`src/rtl/sse_pkg.sv`:
```
// Shared types and codes for the sorted set engine.
package sse_pkg;

    localparam int KEY_W = 32;

    // Request kinds.
    localparam logic [2:0] REQ_INSERT = 3'd0;
    localparam logic [2:0] REQ_REMOVE = 3'd1;
    localparam logic [2:0] REQ_SEARCH = 3'd2;
    localparam logic [2:0] REQ_PRED   = 3'd3;
    localparam logic [2:0] REQ_SUCC   = 3'd4;

    // Result status codes.
    localparam logic [1:0] ST_DONE   = 2'd0;
    localparam logic [1:0] ST_ABSENT = 2'd1;
    localparam logic [1:0] ST_DUP    = 2'd2;
    localparam logic [1:0] ST_FULL   = 2'd3;

    typedef enum logic [1:0] {
        S_IDLE,
        S_SCAN,
        S_COMMIT
    } t_state;

    // Request broadcast from the controller to every cell.
    typedef struct packed {
        logic [2:0]              kind;
        logic signed [KEY_W-1:0] key;
        logic                    ins;
        logic                    rem;
    } t_cmd;

    // Partial result that travels from cell to cell during a scan.
    typedef struct packed {
        logic                    found;
        logic                    have;
        logic signed [KEY_W-1:0] nb;
    } t_rec;

    localparam t_rec REC_EMPTY = '{found: 1'b0, have: 1'b0, nb: '0};

endpackage

```
`src/rtl/sse_cell.sv`:
```
// One slot of the sorted array: key storage, compare, shift and result merge.
module sse_cell #(
    parameter int IDX   = 0,
    parameter int CNT_W = 5
) (
    input  logic                             i_clk,
    input  sse_pkg::t_cmd                    i_cmd,
    input  logic [CNT_W-1:0]                 i_count,
    input  logic                             i_prev_below,
    input  logic signed [sse_pkg::KEY_W-1:0] i_prev_key,
    input  logic signed [sse_pkg::KEY_W-1:0] i_next_key,
    input  sse_pkg::t_rec                    i_rec,
    output logic                             o_below,
    output logic signed [sse_pkg::KEY_W-1:0] o_key,
    output sse_pkg::t_rec                    o_rec
);

    logic signed [sse_pkg::KEY_W-1:0] r_key;
    logic signed [sse_pkg::KEY_W-1:0] n_key;
    sse_pkg::t_rec                    r_rec;
    sse_pkg::t_rec                    n_rec;
    logic                             occupied;
    logic                             lt;
    logic                             eq;
    logic                             gt;

    assign occupied = CNT_W'(IDX) < i_count;
    assign lt       = r_key < i_cmd.key;
    assign eq       = r_key == i_cmd.key;
    assign gt       = !lt && !eq;
    assign o_below  = occupied && lt;
    assign o_key    = r_key;
    assign o_rec    = r_rec;

    always_comb begin
        n_rec       = i_rec;
        n_rec.found = i_rec.found || (occupied && eq);
        // Keys ascend, so the last smaller key is the predecessor and the
        // first larger key is the successor.
        if (i_cmd.kind == sse_pkg::REQ_PRED && occupied && lt) begin
            n_rec.have = 1'b1;
            n_rec.nb   = r_key;
        end else if (i_cmd.kind == sse_pkg::REQ_SUCC && occupied && gt && !i_rec.have) begin
            n_rec.have = 1'b1;
            n_rec.nb   = r_key;
        end
    end

    always_comb begin
        n_key = r_key;
        if (i_cmd.ins && !o_below) begin
            n_key = i_prev_below ? i_cmd.key : i_prev_key;
        end else if (i_cmd.rem && !o_below) begin
            n_key = i_next_key;
        end
    end

    always_ff @(posedge i_clk) begin
        r_key <= n_key;
        r_rec <= n_rec;
    end

endmodule

```
`src/rtl/sse_ctrl.sv`:
```
// Request sequencer: accepts items, times the scan, commits and holds results.
module sse_ctrl #(
    parameter int CAPACITY = 16,
    parameter int CNT_W    = 5,
    parameter int IDX_W    = 4
) (
    input  logic                             i_clk,
    input  logic                             i_rst_n,
    input  logic                             i_in_valid,
    output logic                             o_in_ready,
    input  logic [2:0]                       i_req_type,
    input  logic signed [sse_pkg::KEY_W-1:0] i_key,
    output logic                             o_out_valid,
    input  logic                             i_out_ready,
    output logic [1:0]                       o_status,
    output logic signed [sse_pkg::KEY_W-1:0] o_neighbour,
    output logic [CNT_W-1:0]                 o_count,
    input  sse_pkg::t_rec                    i_rec,
    output sse_pkg::t_cmd                    o_cmd
);

    sse_pkg::t_state                  r_state;
    sse_pkg::t_state                  n_state;
    logic [IDX_W-1:0]                 r_cnt;
    logic [IDX_W-1:0]                 n_cnt;
    logic [CNT_W-1:0]                 r_count;
    logic [CNT_W-1:0]                 n_count;
    logic [2:0]                       r_kind;
    logic signed [sse_pkg::KEY_W-1:0] r_key;
    logic                             r_out_valid;
    logic                             n_out_valid;
    logic [1:0]                       r_status;
    logic [1:0]                       n_status;
    logic signed [sse_pkg::KEY_W-1:0] r_nb;
    logic signed [sse_pkg::KEY_W-1:0] n_nb;
    logic                             accept;
    logic                             commit;

    assign accept      = i_in_valid && o_in_ready;
    assign o_out_valid = r_out_valid;
    assign o_status    = r_status;
    assign o_neighbour = r_nb;
    assign o_count     = r_count;

    always_comb begin
        n_state     = r_state;
        n_cnt       = r_cnt;
        n_count     = r_count;
        n_status    = r_status;
        n_nb        = r_nb;
        n_out_valid = r_out_valid && !i_out_ready;
        o_in_ready  = 1'b0;
        commit      = 1'b0;
        o_cmd.kind  = r_kind;
        o_cmd.key   = r_key;
        o_cmd.ins   = 1'b0;
        o_cmd.rem   = 1'b0;
        case (r_state)
            sse_pkg::S_IDLE: begin
                o_in_ready = 1'b1;
                if (i_in_valid) begin
                    n_cnt   = '0;
                    n_state = sse_pkg::S_SCAN;
                end
            end
            sse_pkg::S_SCAN: begin
                n_cnt = r_cnt + 1'b1;
                // The record passes one cell register at a time; the scan ends once it has passed the last cell.
                if (r_cnt == IDX_W'(CAPACITY - 1)) begin
                    n_state = sse_pkg::S_COMMIT;
                end
            end
            sse_pkg::S_COMMIT: begin
                if (!r_out_valid || i_out_ready) begin
                    commit      = 1'b1;
                    n_out_valid = 1'b1;
                    n_state     = sse_pkg::S_IDLE;
                    n_status    = sse_pkg::ST_ABSENT;
                    n_nb        = '0;
                    case (r_kind)
                        sse_pkg::REQ_INSERT: begin
                            if (i_rec.found) begin
                                n_status = sse_pkg::ST_DUP;
                            end else if (r_count >= CNT_W'(CAPACITY)) begin
                                n_status = sse_pkg::ST_FULL;
                            end else begin
                                n_status  = sse_pkg::ST_DONE;
                                o_cmd.ins = 1'b1;
                                n_count   = r_count + 1'b1;
                            end
                        end
                        sse_pkg::REQ_REMOVE: begin
                            if (i_rec.found) begin
                                n_status  = sse_pkg::ST_DONE;
                                o_cmd.rem = 1'b1;
                                n_count   = r_count - 1'b1;
                            end
                        end
                        sse_pkg::REQ_SEARCH: begin
                            if (i_rec.found) begin
                                n_status = sse_pkg::ST_DONE;
                            end
                        end
                        sse_pkg::REQ_PRED, sse_pkg::REQ_SUCC: begin
                            if (i_rec.have) begin
                                n_status = sse_pkg::ST_DONE;
                                n_nb     = i_rec.nb;
                            end
                        end
                        default: begin
                        end
                    endcase
                end
            end
            default: begin
                n_state = sse_pkg::S_IDLE;
            end
        endcase
    end

    always_ff @(posedge i_clk) begin
        if (!i_rst_n) begin
            r_state     <= sse_pkg::S_IDLE;
            r_count     <= '0;
            r_out_valid <= 1'b0;
        end else begin
            r_state     <= n_state;
            r_count     <= n_count;
            r_out_valid <= n_out_valid;
        end
    end

    always_ff @(posedge i_clk) begin
        r_cnt <= n_cnt;
        if (accept) begin
            r_kind <= i_req_type;
            r_key  <= i_key;
        end
        if (commit) begin
            r_status <= n_status;
            r_nb     <= n_nb;
        end
    end

endmodule

```
`src/rtl/sorted_set_engine_core.sv`:
```
// Top level of the sorted set engine: controller plus a row of key cells.
//
// Keeps up to CAPACITY distinct signed 32-bit keys in ascending order, one
// key per cell. The input channel (i_in_valid / o_in_ready) carries a request
// kind and a key; the output channel (o_out_valid / i_out_ready) returns a
// status, a neighbour key and the occupancy after the request.
// Every cell compares its key with the request key at once. A result record
// then moves from cell 0 to the last cell, one cell per cycle, picking up
// the match and the neighbour key, and is followed by a commit step in which
// the cells at and above the insertion or removal point shift together for an
// insert or remove. The next item is taken in the cycle after the commit, so
// the engine never takes a new item before the last one has been committed.
// The result sits in an output register; a new item is accepted and scanned
// while it waits, and only the commit of that item holds until the receiver
// takes the earlier result.
// Reset empties the set and clears the output valid flag; key storage is not
// cleared, since only occupied cells are ever read.
module sorted_set_engine_core #(
    parameter int CAPACITY = 16
) (
    input  logic                             i_clk,
    input  logic                             i_rst_n,
    input  logic                             i_in_valid,
    output logic                             o_in_ready,
    input  logic [2:0]                       i_req_type,
    input  logic signed [sse_pkg::KEY_W-1:0] i_key,
    output logic                             o_out_valid,
    input  logic                             i_out_ready,
    output logic [1:0]                       o_status,
    output logic signed [sse_pkg::KEY_W-1:0] o_neighbour,
    output logic [4:0]                       o_occupancy
);

    localparam int CNT_W = $clog2(CAPACITY + 1);
    localparam int IDX_W = $clog2(CAPACITY);

    sse_pkg::t_cmd                    cmd;
    logic [CNT_W-1:0]                 count;
    logic                             below [CAPACITY];
    logic signed [sse_pkg::KEY_W-1:0] keys  [CAPACITY];
    sse_pkg::t_rec                    recs  [CAPACITY];

    assign o_occupancy = 5'(count);

    sse_ctrl #(
        .CAPACITY (CAPACITY),
        .CNT_W    (CNT_W),
        .IDX_W    (IDX_W)
    ) u_ctrl (
        .i_clk       (i_clk),
        .i_rst_n     (i_rst_n),
        .i_in_valid  (i_in_valid),
        .o_in_ready  (o_in_ready),
        .i_req_type  (i_req_type),
        .i_key       (i_key),
        .o_out_valid (o_out_valid),
        .i_out_ready (i_out_ready),
        .o_status    (o_status),
        .o_neighbour (o_neighbour),
        .o_count     (count),
        .i_rec       (recs[CAPACITY-1]),
        .o_cmd       (cmd)
    );

    for (genvar g = 0; g < CAPACITY; g++) begin : g_cell
        logic                             prev_below;
        logic signed [sse_pkg::KEY_W-1:0] prev_key;
        logic signed [sse_pkg::KEY_W-1:0] next_key;
        sse_pkg::t_rec                    rec_in;

        // Cell 0 has nothing below it; the last cell keeps its own key on a remove.
        if (g == 0) begin : g_first
            assign prev_below = 1'b1;
            assign prev_key   = keys[0];
            assign rec_in     = sse_pkg::REC_EMPTY;
        end else begin : g_mid
            assign prev_below = below[g-1];
            assign prev_key   = keys[g-1];
            assign rec_in     = recs[g-1];
        end
        if (g == CAPACITY - 1) begin : g_last
            assign next_key = keys[g];
        end else begin : g_inner
            assign next_key = keys[g+1];
        end

        sse_cell #(
            .IDX   (g),
            .CNT_W (CNT_W)
        ) u_cell (
            .i_clk        (i_clk),
            .i_cmd        (cmd),
            .i_count      (count),
            .i_prev_below (prev_below),
            .i_prev_key   (prev_key),
            .i_next_key   (next_key),
            .i_rec        (rec_in),
            .o_below      (below[g]),
            .o_key        (keys[g]),
            .o_rec        (recs[g])
        );
    end

endmodule

```
`config.mk`:
```
export PLATFORM = sky130hd
export DESIGN_NAME = sorted_set_engine_core
export DESIGN_NICKNAME = d
export VERILOG_FILES = /design/src/rtl/sse_pkg.sv /design/src/rtl/sse_cell.sv /design/src/rtl/sse_ctrl.sv /design/src/rtl/sorted_set_engine_core.sv
export SDC_FILE = /design/constraint.sdc
export NUM_CORES = 2
export LEC_CHECK = 0
export ABC_CLOCK_PERIOD_IN_PS = 7500
export BUFFER_PORTS_ARGS = -buffer_cell sky130_fd_sc_hd__buf_4
export CELL_PAD_IN_SITES_DETAIL_PLACEMENT = 0
export CELL_PAD_IN_SITES_GLOBAL_PLACEMENT = 1
export CORE_MARGIN = 1
export CORE_UTILIZATION = 25
export CTS_BUF_LIST = sky130_fd_sc_hd__clkbuf_4 sky130_fd_sc_hd__clkbuf_8 sky130_fd_sc_hd__clkbuf_16
export DETAILED_ROUTE_END_ITERATION = 6
export PLACE_DENSITY = 0.5
export SLEW_MARGIN = 15
export SYNTH_ARGS = -nofsm -noshare
export SYNTH_HDL_FRONTEND = slang
export SYNTH_SLANG_ARGS = --single-unit
```
`constraint.sdc`:
```
create_clock -name i_clk -period 7.5 [get_ports i_clk]
set_input_delay 0.75 -clock i_clk [delete_from_list [all_inputs] [get_ports i_clk]]
set_output_delay 0.75 -clock i_clk [all_outputs]
set_load 0.02 [all_outputs]
```
-- After elaboration in Yosys (flattened, before gate mapping)
Index checks and enable logic that the tools add are counted.
- add/subtract/negate cells: 3
- order comparisons: 33
- eq/ne operators: 29
- mux-type cells: 104
- reductions and logical operators: 282
- operator list (kind ; number):
    32-bit two-way mux ; 76
    32-bit == test ; 16
    32-bit < comparator ; 16
    1-bit logical AND ; 160
    1-bit zero test ; 65
    4-bit by 5-bit < comparator with 1-bit output (first input constant) ; 8
    2-bit nonzero test ; 17
    2-bit OR reduction ; 17
    33-bit two-way mux ; 1
    3-bit by 5-bit < comparator with 1-bit output (first input constant) ; 4
    1-bit logical OR ; 16
    5-bit two-way mux ; 3
    2-bit two-way mux ; 7
    1-bit two-way mux ; 12
    2-bit case mux with 3 select lines ; 2
    1-bit by 5-bit < comparator with 1-bit output (first input constant) ; 2
    2-bit by 5-bit < comparator with 1-bit output (first input constant) ; 2
    5-bit case mux with 2 select lines ; 1
    4-bit case mux with 2 select lines ; 1
    3-bit by 2-bit == test with 1-bit output (second input constant) ; 2
    2-bit by 1-bit inequality test with 1-bit output (second input constant) ; 3
    2-bit inequality test (second input constant) ; 3
    3-bit AND reduction ; 2
    6-bit AND reduction ; 1
    13 further kinds ; 14
- flip-flop bits (word level): 1137
- bits of input ports: 39
- output and inout bits: 41

-- Depth between registers and ports, before layout
- depth after elaboration: 9
- depth in mapped cells: 13
- gate-level depth less buffers: 10

-- Modules after synthesis
A second synthesis with hierarchy kept.
- cells, all modules: 5567
- area, all modules: 65893.2 sq um
- by module, submodules not included (module ; instances ; cells each ; area an instance (sq um) ; seq. area each (sq um)):
    sse_cell (g_cell[15].u_cell) ; 1 ; 798 ; 5709.2 ; 1641.6
    sse_cell (g_cell[7].u_cell) ; 1 ; 306 ; 3982.6 ; 1641.6
    sse_cell (g_cell[1].u_cell) ; 1 ; 308 ; 3926.3 ; 1641.6
    sse_cell (g_cell[5].u_cell) ; 1 ; 308 ; 3908.7 ; 1641.6
    sse_cell (g_cell[8].u_cell) ; 1 ; 309 ; 3900.0 ; 1641.6
    sse_cell (g_cell[4].u_cell) ; 1 ; 307 ; 3867.5 ; 1641.6
    sse_cell (g_cell[14].u_cell) ; 1 ; 305 ; 3851.2 ; 1641.6
    sse_cell (g_cell[0].u_cell) ; 1 ; 303 ; 3751.1 ; 1641.6
    sse_cell (g_cell[10].u_cell) ; 1 ; 303 ; 3746.1 ; 1641.6
    sse_cell (g_cell[12].u_cell) ; 1 ; 303 ; 3744.8 ; 1641.6
    sse_cell (g_cell[9].u_cell) ; 1 ; 306 ; 3744.8 ; 1641.6
    sse_cell (g_cell[2].u_cell) ; 1 ; 302 ; 3741.1 ; 1641.6
    sse_cell (g_cell[3].u_cell) ; 1 ; 304 ; 3738.6 ; 1641.6
    sse_cell (g_cell[6].u_cell) ; 1 ; 305 ; 3738.6 ; 1641.6
    4 more rows ; - ; - ; - ; -

-- Worst setup path after synthesis
OpenSTA, ideal clock, no wires.
- kind: input-to-reg
- start point: in i_out_ready
- end point: reg g_cell[10].u_cell.r_key, in the netlist g_cell[10].u_cell.o_key[0] (enable)
- arrival: 5.962 ns
- path slack: 1.077 ns
- cell stages on the path: 7
- path buffers: 1
- cell sequence: nand2b_1 > nor2b_1 > nand3_1 > clkinv_1 > a31oi_1 > clkbuf_1 > nor3_1
- longest elaborated chain between the ends: 5
- RTL lines (what ; RTL line ; text):
    start, declared ; sorted_set_engine_core.sv:28 ; input logic i_out_ready,
    1-bit logical OR * ; sse_ctrl.sv:74 ; if (!r_out_valid || i_out_ready) begin
    2-bit two-way mux * ; sse_ctrl.sv:74 ;
    2-bit two-way mux * ; sse_ctrl.sv:58 ; case (r_state)
    1-bit logical AND (on tied branches) ; sse_cell.sv:53, sse_cell.sv:51 ;
    2-bit nonzero test (no line) * ; - ;
    end signal, assigned ; sse_cell.sv:59 ; r_key <= n_key;
    end, declared ; sse_cell.sv:18 ; logic signed [sse_pkg::KEY_W-1:0] r_key;
Every way passes the cells marked *; elsewhere a longest branch is shown, timed or not.
A chain may end at the register's enable or synchronous reset.

-- Worst setup path after layout
- start point: reg u_ctrl.r_key[17] (netlist name)
- end point: reg g_cell[13].u_cell.r_key, in the netlist g_cell[13].u_cell.o_key[8] (data pin)
- longest elaborated chain between the ends: 5
- RTL lines (what ; RTL line ; text):
    start, declared ; sse_ctrl.sv:29 ; logic signed [sse_pkg::KEY_W-1:0] r_key;
    start signal, assigned ; sse_ctrl.sv:137 ; r_key <= i_key;
    32-bit < comparator ; sse_cell.sv:28 ; assign lt = r_key < i_cmd.key;
    1-bit logical AND ; sse_cell.sv:31 ; assign o_below = occupied && lt;
    1-bit zero test ; sse_cell.sv:51 ; if (i_cmd.ins && !o_below) begin
    1-bit logical AND ; sse_cell.sv:51 ;
    32-bit two-way mux * ; sse_cell.sv:51 ;
    named net g_cell[13].u_cell.n_key, one bit ; sse_cell.sv:19 ; logic signed [sse_pkg::KEY_W-1:0] n_key;
    end signal, assigned ; sse_cell.sv:59 ;
    end, declared ; sse_cell.sv:18 ;
Mark *: on every way through the listed nets, which the timed path passes. The rest lies on a longest branch.

==> summary.txt <==
Outcome
  • Status: complete, no violations

STA
  • Fin crit period: 5778 ps
  • Setup TNS: 0 ps
  • RSZ-0062 raised after global routing: false
  • Slew Viols, Final: 0
  • Max_slew headroom: about a quarter
  • Min setup slack post-route: 1723 ps
  • Final period util: 77.03%
  • Fmax: approximately 170 MHz
  • Final setup violating endpoints: 0
  • Final hold vios: 0
  • Pin slew with the least headroom to its limit: roughly 1100 ps
  • Worst Clk Skew: 29.24 ps

Critical path
  • R2R setup slack: around 1700 ps
  • Path depth of the worst reg2reg path: 13
  • Crit Path Max Fanout: 59
  • Critical path arrival: 6310 ps
  • Reg2reg start: u_ctrl.r_key[17]$_DFFE_PP_
  • Crit path kind: flop to flop
  • CP startpoint kind: flop
  • Crit. Startpoint: u_ctrl.r_key[17]$_DFFE_PP_
  • Worst Path Required: 8040 ps
  • Crit Reg-Reg Endpoint: g_cell[13].u_cell.o_key[8]$_DFFE_PP_
  • Critical path endpoint category: flop

Drt
  • Post-route DRC: 0
  • First-pass DRT Iterations: 5
  • 1st-iter DRT viols: 2552
  • Routed WL: 189.6 mm
  • Via Count: 39210
  • Post-DR wirelength/cell: 22.79 µm
  • Post-DRT Antenna Nets: 0
  • Vias per inst: around 4.7

Synthesis
  • Post-synthesis sequential area ratio: 49.31%
  • YS warnings: 0
  • Yosys top cell by area: edfxtp_1
  • Count of cell types in the netlist: 84
  • Mapped Cells: ~5100
  • Top post-synthesis cells by area: edfxtp_1 30%, dfxtp_1 19%, ha_1 11%
  • Mapped Nets: 5640
  • Post-synth ARST share: 0%
  • Top-area cell type share of the netlist area: a little under a third
  • Syn_area_per_cell: 11.41 µm²
  • Post-synth EDFFs: approximately 600
  • Yosys reg bits: 1137
  • Mapped Area: between 0.05 and 0.06 mm²
  • Top_reg_cell synth: edfxtp_1

Clock network
  • CTS tree: built
  • Sink Count: 1137
  • CTS-repair resized insts: 0
  • Htree depth: 4
  • Worst skew pair latency: 810 ps
  • Clock buffer depth: 3
  • # hold bufs at CTS: 0
  • # Post-CTS Setup Buffers: 0
  • Root buffer cell: clkbuf_16
  • Clock slew at reported path FFs: 60 ps
  • CTS buffer count: 142

Floorplanning
  • Initial core utilization: approximately a quarter
  • Die Span X: 483.8 µm
  • Boundary Pins: 80
  • Core area: 0.2303 mm²
  • Cell Rows: ~180
  • Area of the die: between 0.2 and 0.25 mm²
  • Die Y: roughly 480 µm

Power
  • PwrDens: around 210 mW/mm²
  • P_leak: ~28 nW
  • VDD IR max: between 0.1 and 0.15 mV

Cells and area
  • Multi-input gate area: around 0.028 mm²
  • Final Cell Area: 0.06751 mm²
  • FF/Latch Area: roughly 0.029 mm²
  • Nets: 5731
  • P&R area growth vs syn: 16.34%
  • Number of fill cells: about 24000
  • Most common cell after layout, fill and taps aside: a21oi_1
  • Layout cell share with drive strength beyond 1: 21.12%
  • Commonest non-fill, non-tap cells in the layout: 607 x a21oi_1, 585 x edfxtp_1, 564 x mux2_2, 552 x dfxtp_1, 516 x ha_1

Global routing
  • Pin count of the biggest net entering global routing: 65
  • Number of global-route vias before repair: approximately 40000
  • GRT overflow: 0
  • Initial antenna violation count: 3
  • First-pass GRT wire length: between 200 and 300 mm
  • Gr usage total: approximately 16%

Place
  • Post-detail-place hpwl: 141.8 mm
  • Worst Setup Slack post-DPL: 1557 ps
  • IO Port Bufs: 79
  • DP Area: 0.06269 mm²
  • Routability Congestion: between 0.8 and 0.9

Worst hold path
  • Hold Path Sink: u_ctrl.r_key[15]$_DFFE_PP_
  • Hold path start: i_key[15]
  • HP Class: input port to flop
  • Hold path depth: 1

Run
  • Max cap viols: 0
-- worst max-delay path, cell delays in order (launching register included) --
cell	delay, ps
edfxtp_1	330
buf_4	300
inv_1	340
buf_4	310
ha_1	330
nand4_1	170
nor4_1	970
o41ai_1	410
and4bb_2	390
o21ai_4	120
buf_4	400
buf_4	640
mux2_2	420
mux2_2	260
-- through the flow --
step	util, %	std cells	hold WS (ps)	power, mW
floorplan	-	5085	381.9	6.964
global placement	27.22	8057	394.6	7.222
detailed placement	27.22	8057	390.4	7.234
CTS	29.30	8318	49.48	14.34
global route	29.31	8320	87.17	14.62
finish	29.31	8320	115.7	14.13
-- report_power, final --
group          leakage [nW]  internal [mW]  total (mW)  switching (mW)
logic                  15.7          0.194       0.591           0.396
clock network          2.42           4.20        7.04            2.84
registers              9.75           6.50        6.50         0.00802
total                  27.9           10.9        14.1            3.25
-- worst max path at each step --
stage / endpoint / slack, ps
after floorplan: g_cell[10].u_cell.o_key[0]$_DFFE_PP_ / 1080
after CTS: g_cell[13].u_cell.o_key[8]$_DFFE_PP_ / 1480
after detailed placement: g_cell[13].u_cell.o_key[10]$_DFFE_PP_ / 1560
final: g_cell[13].u_cell.o_key[8]$_DFFE_PP_ / 1720
after global routing: g_cell[13].u_cell.o_key[10]$_DFFE_PP_ / 1520
after global placement: g_cell[13].u_cell.o_key[6]$_DFFE_PP_ / 1570
-- layout make-up --
type                    instances  share of cell area [%]
inverters                      74                  0.4188
diodes                          1                0.003707
clock buffers                 205                   6.225
multi-input cells            3606                   42.01
clock inverters                56                  0.8785
well taps                    3026                   5.608
flip-flops and latches       1137                   42.39
repair buffers                215                   2.465
-- routing by layer --
metal	part of all wire, %	vias up	global-route usage, %
met5	0	-	0
met4	2.2	0	4.269
met3	3.1	227	1.876
met2	46	683	26.12
met1	48	19070	21.89
li1	-	19230	-
-- state kept, by name, summed over array words and instances, names as in the netlist --
signal,count
u_ctrl.r_state,2
u_ctrl.o_count,5
u_ctrl.r_kind,3
u_ctrl.o_out_valid,1
g_cell.u_cell.o_rec,544
u_ctrl.r_key,32
u_ctrl.o_status,2
u_ctrl.r_cnt,4
u_ctrl.o_neighbour,32
g_cell.u_cell.o_key,512
-- synthesized netlist by cell type, drive strengths merged, types with 51 or more instances --
master / n
clkbuf: 177
nor2: 308
a21o: 56
mux2: 581
ha: 516
a21oi: 614
o21ai: 229
a31oi: 76
nand4: 89
buf: 91
mux2i: 366
and3: 51
nand3: 67
inv: 73
edfxtp: 585
dfxtp: 552
nand2: 281
-- kinds of logic (layout without fill, tap and decap cells) --
| group | count (synthesis) | count (layout) | synth area share (%) |
|---|---|---|---|
| flops | 1137 | 1137 | 49.31 |
| compound gates | 1126 | 1126 | 11.01 |
| simple gates | 1010 | 1010 | 8.353 |
| mux | 947 | 947 | 17.61 |
| fa+ha+maj | 516 | 516 | 11.13 |
| buf+inv | 342 | 550 | 2.486 |
| xor+xnor | 7 | 7 | 0.1056 |
| other cells | 0 | 1 | 0 |
No activity file was read; power rests on OpenSTA's default activity.
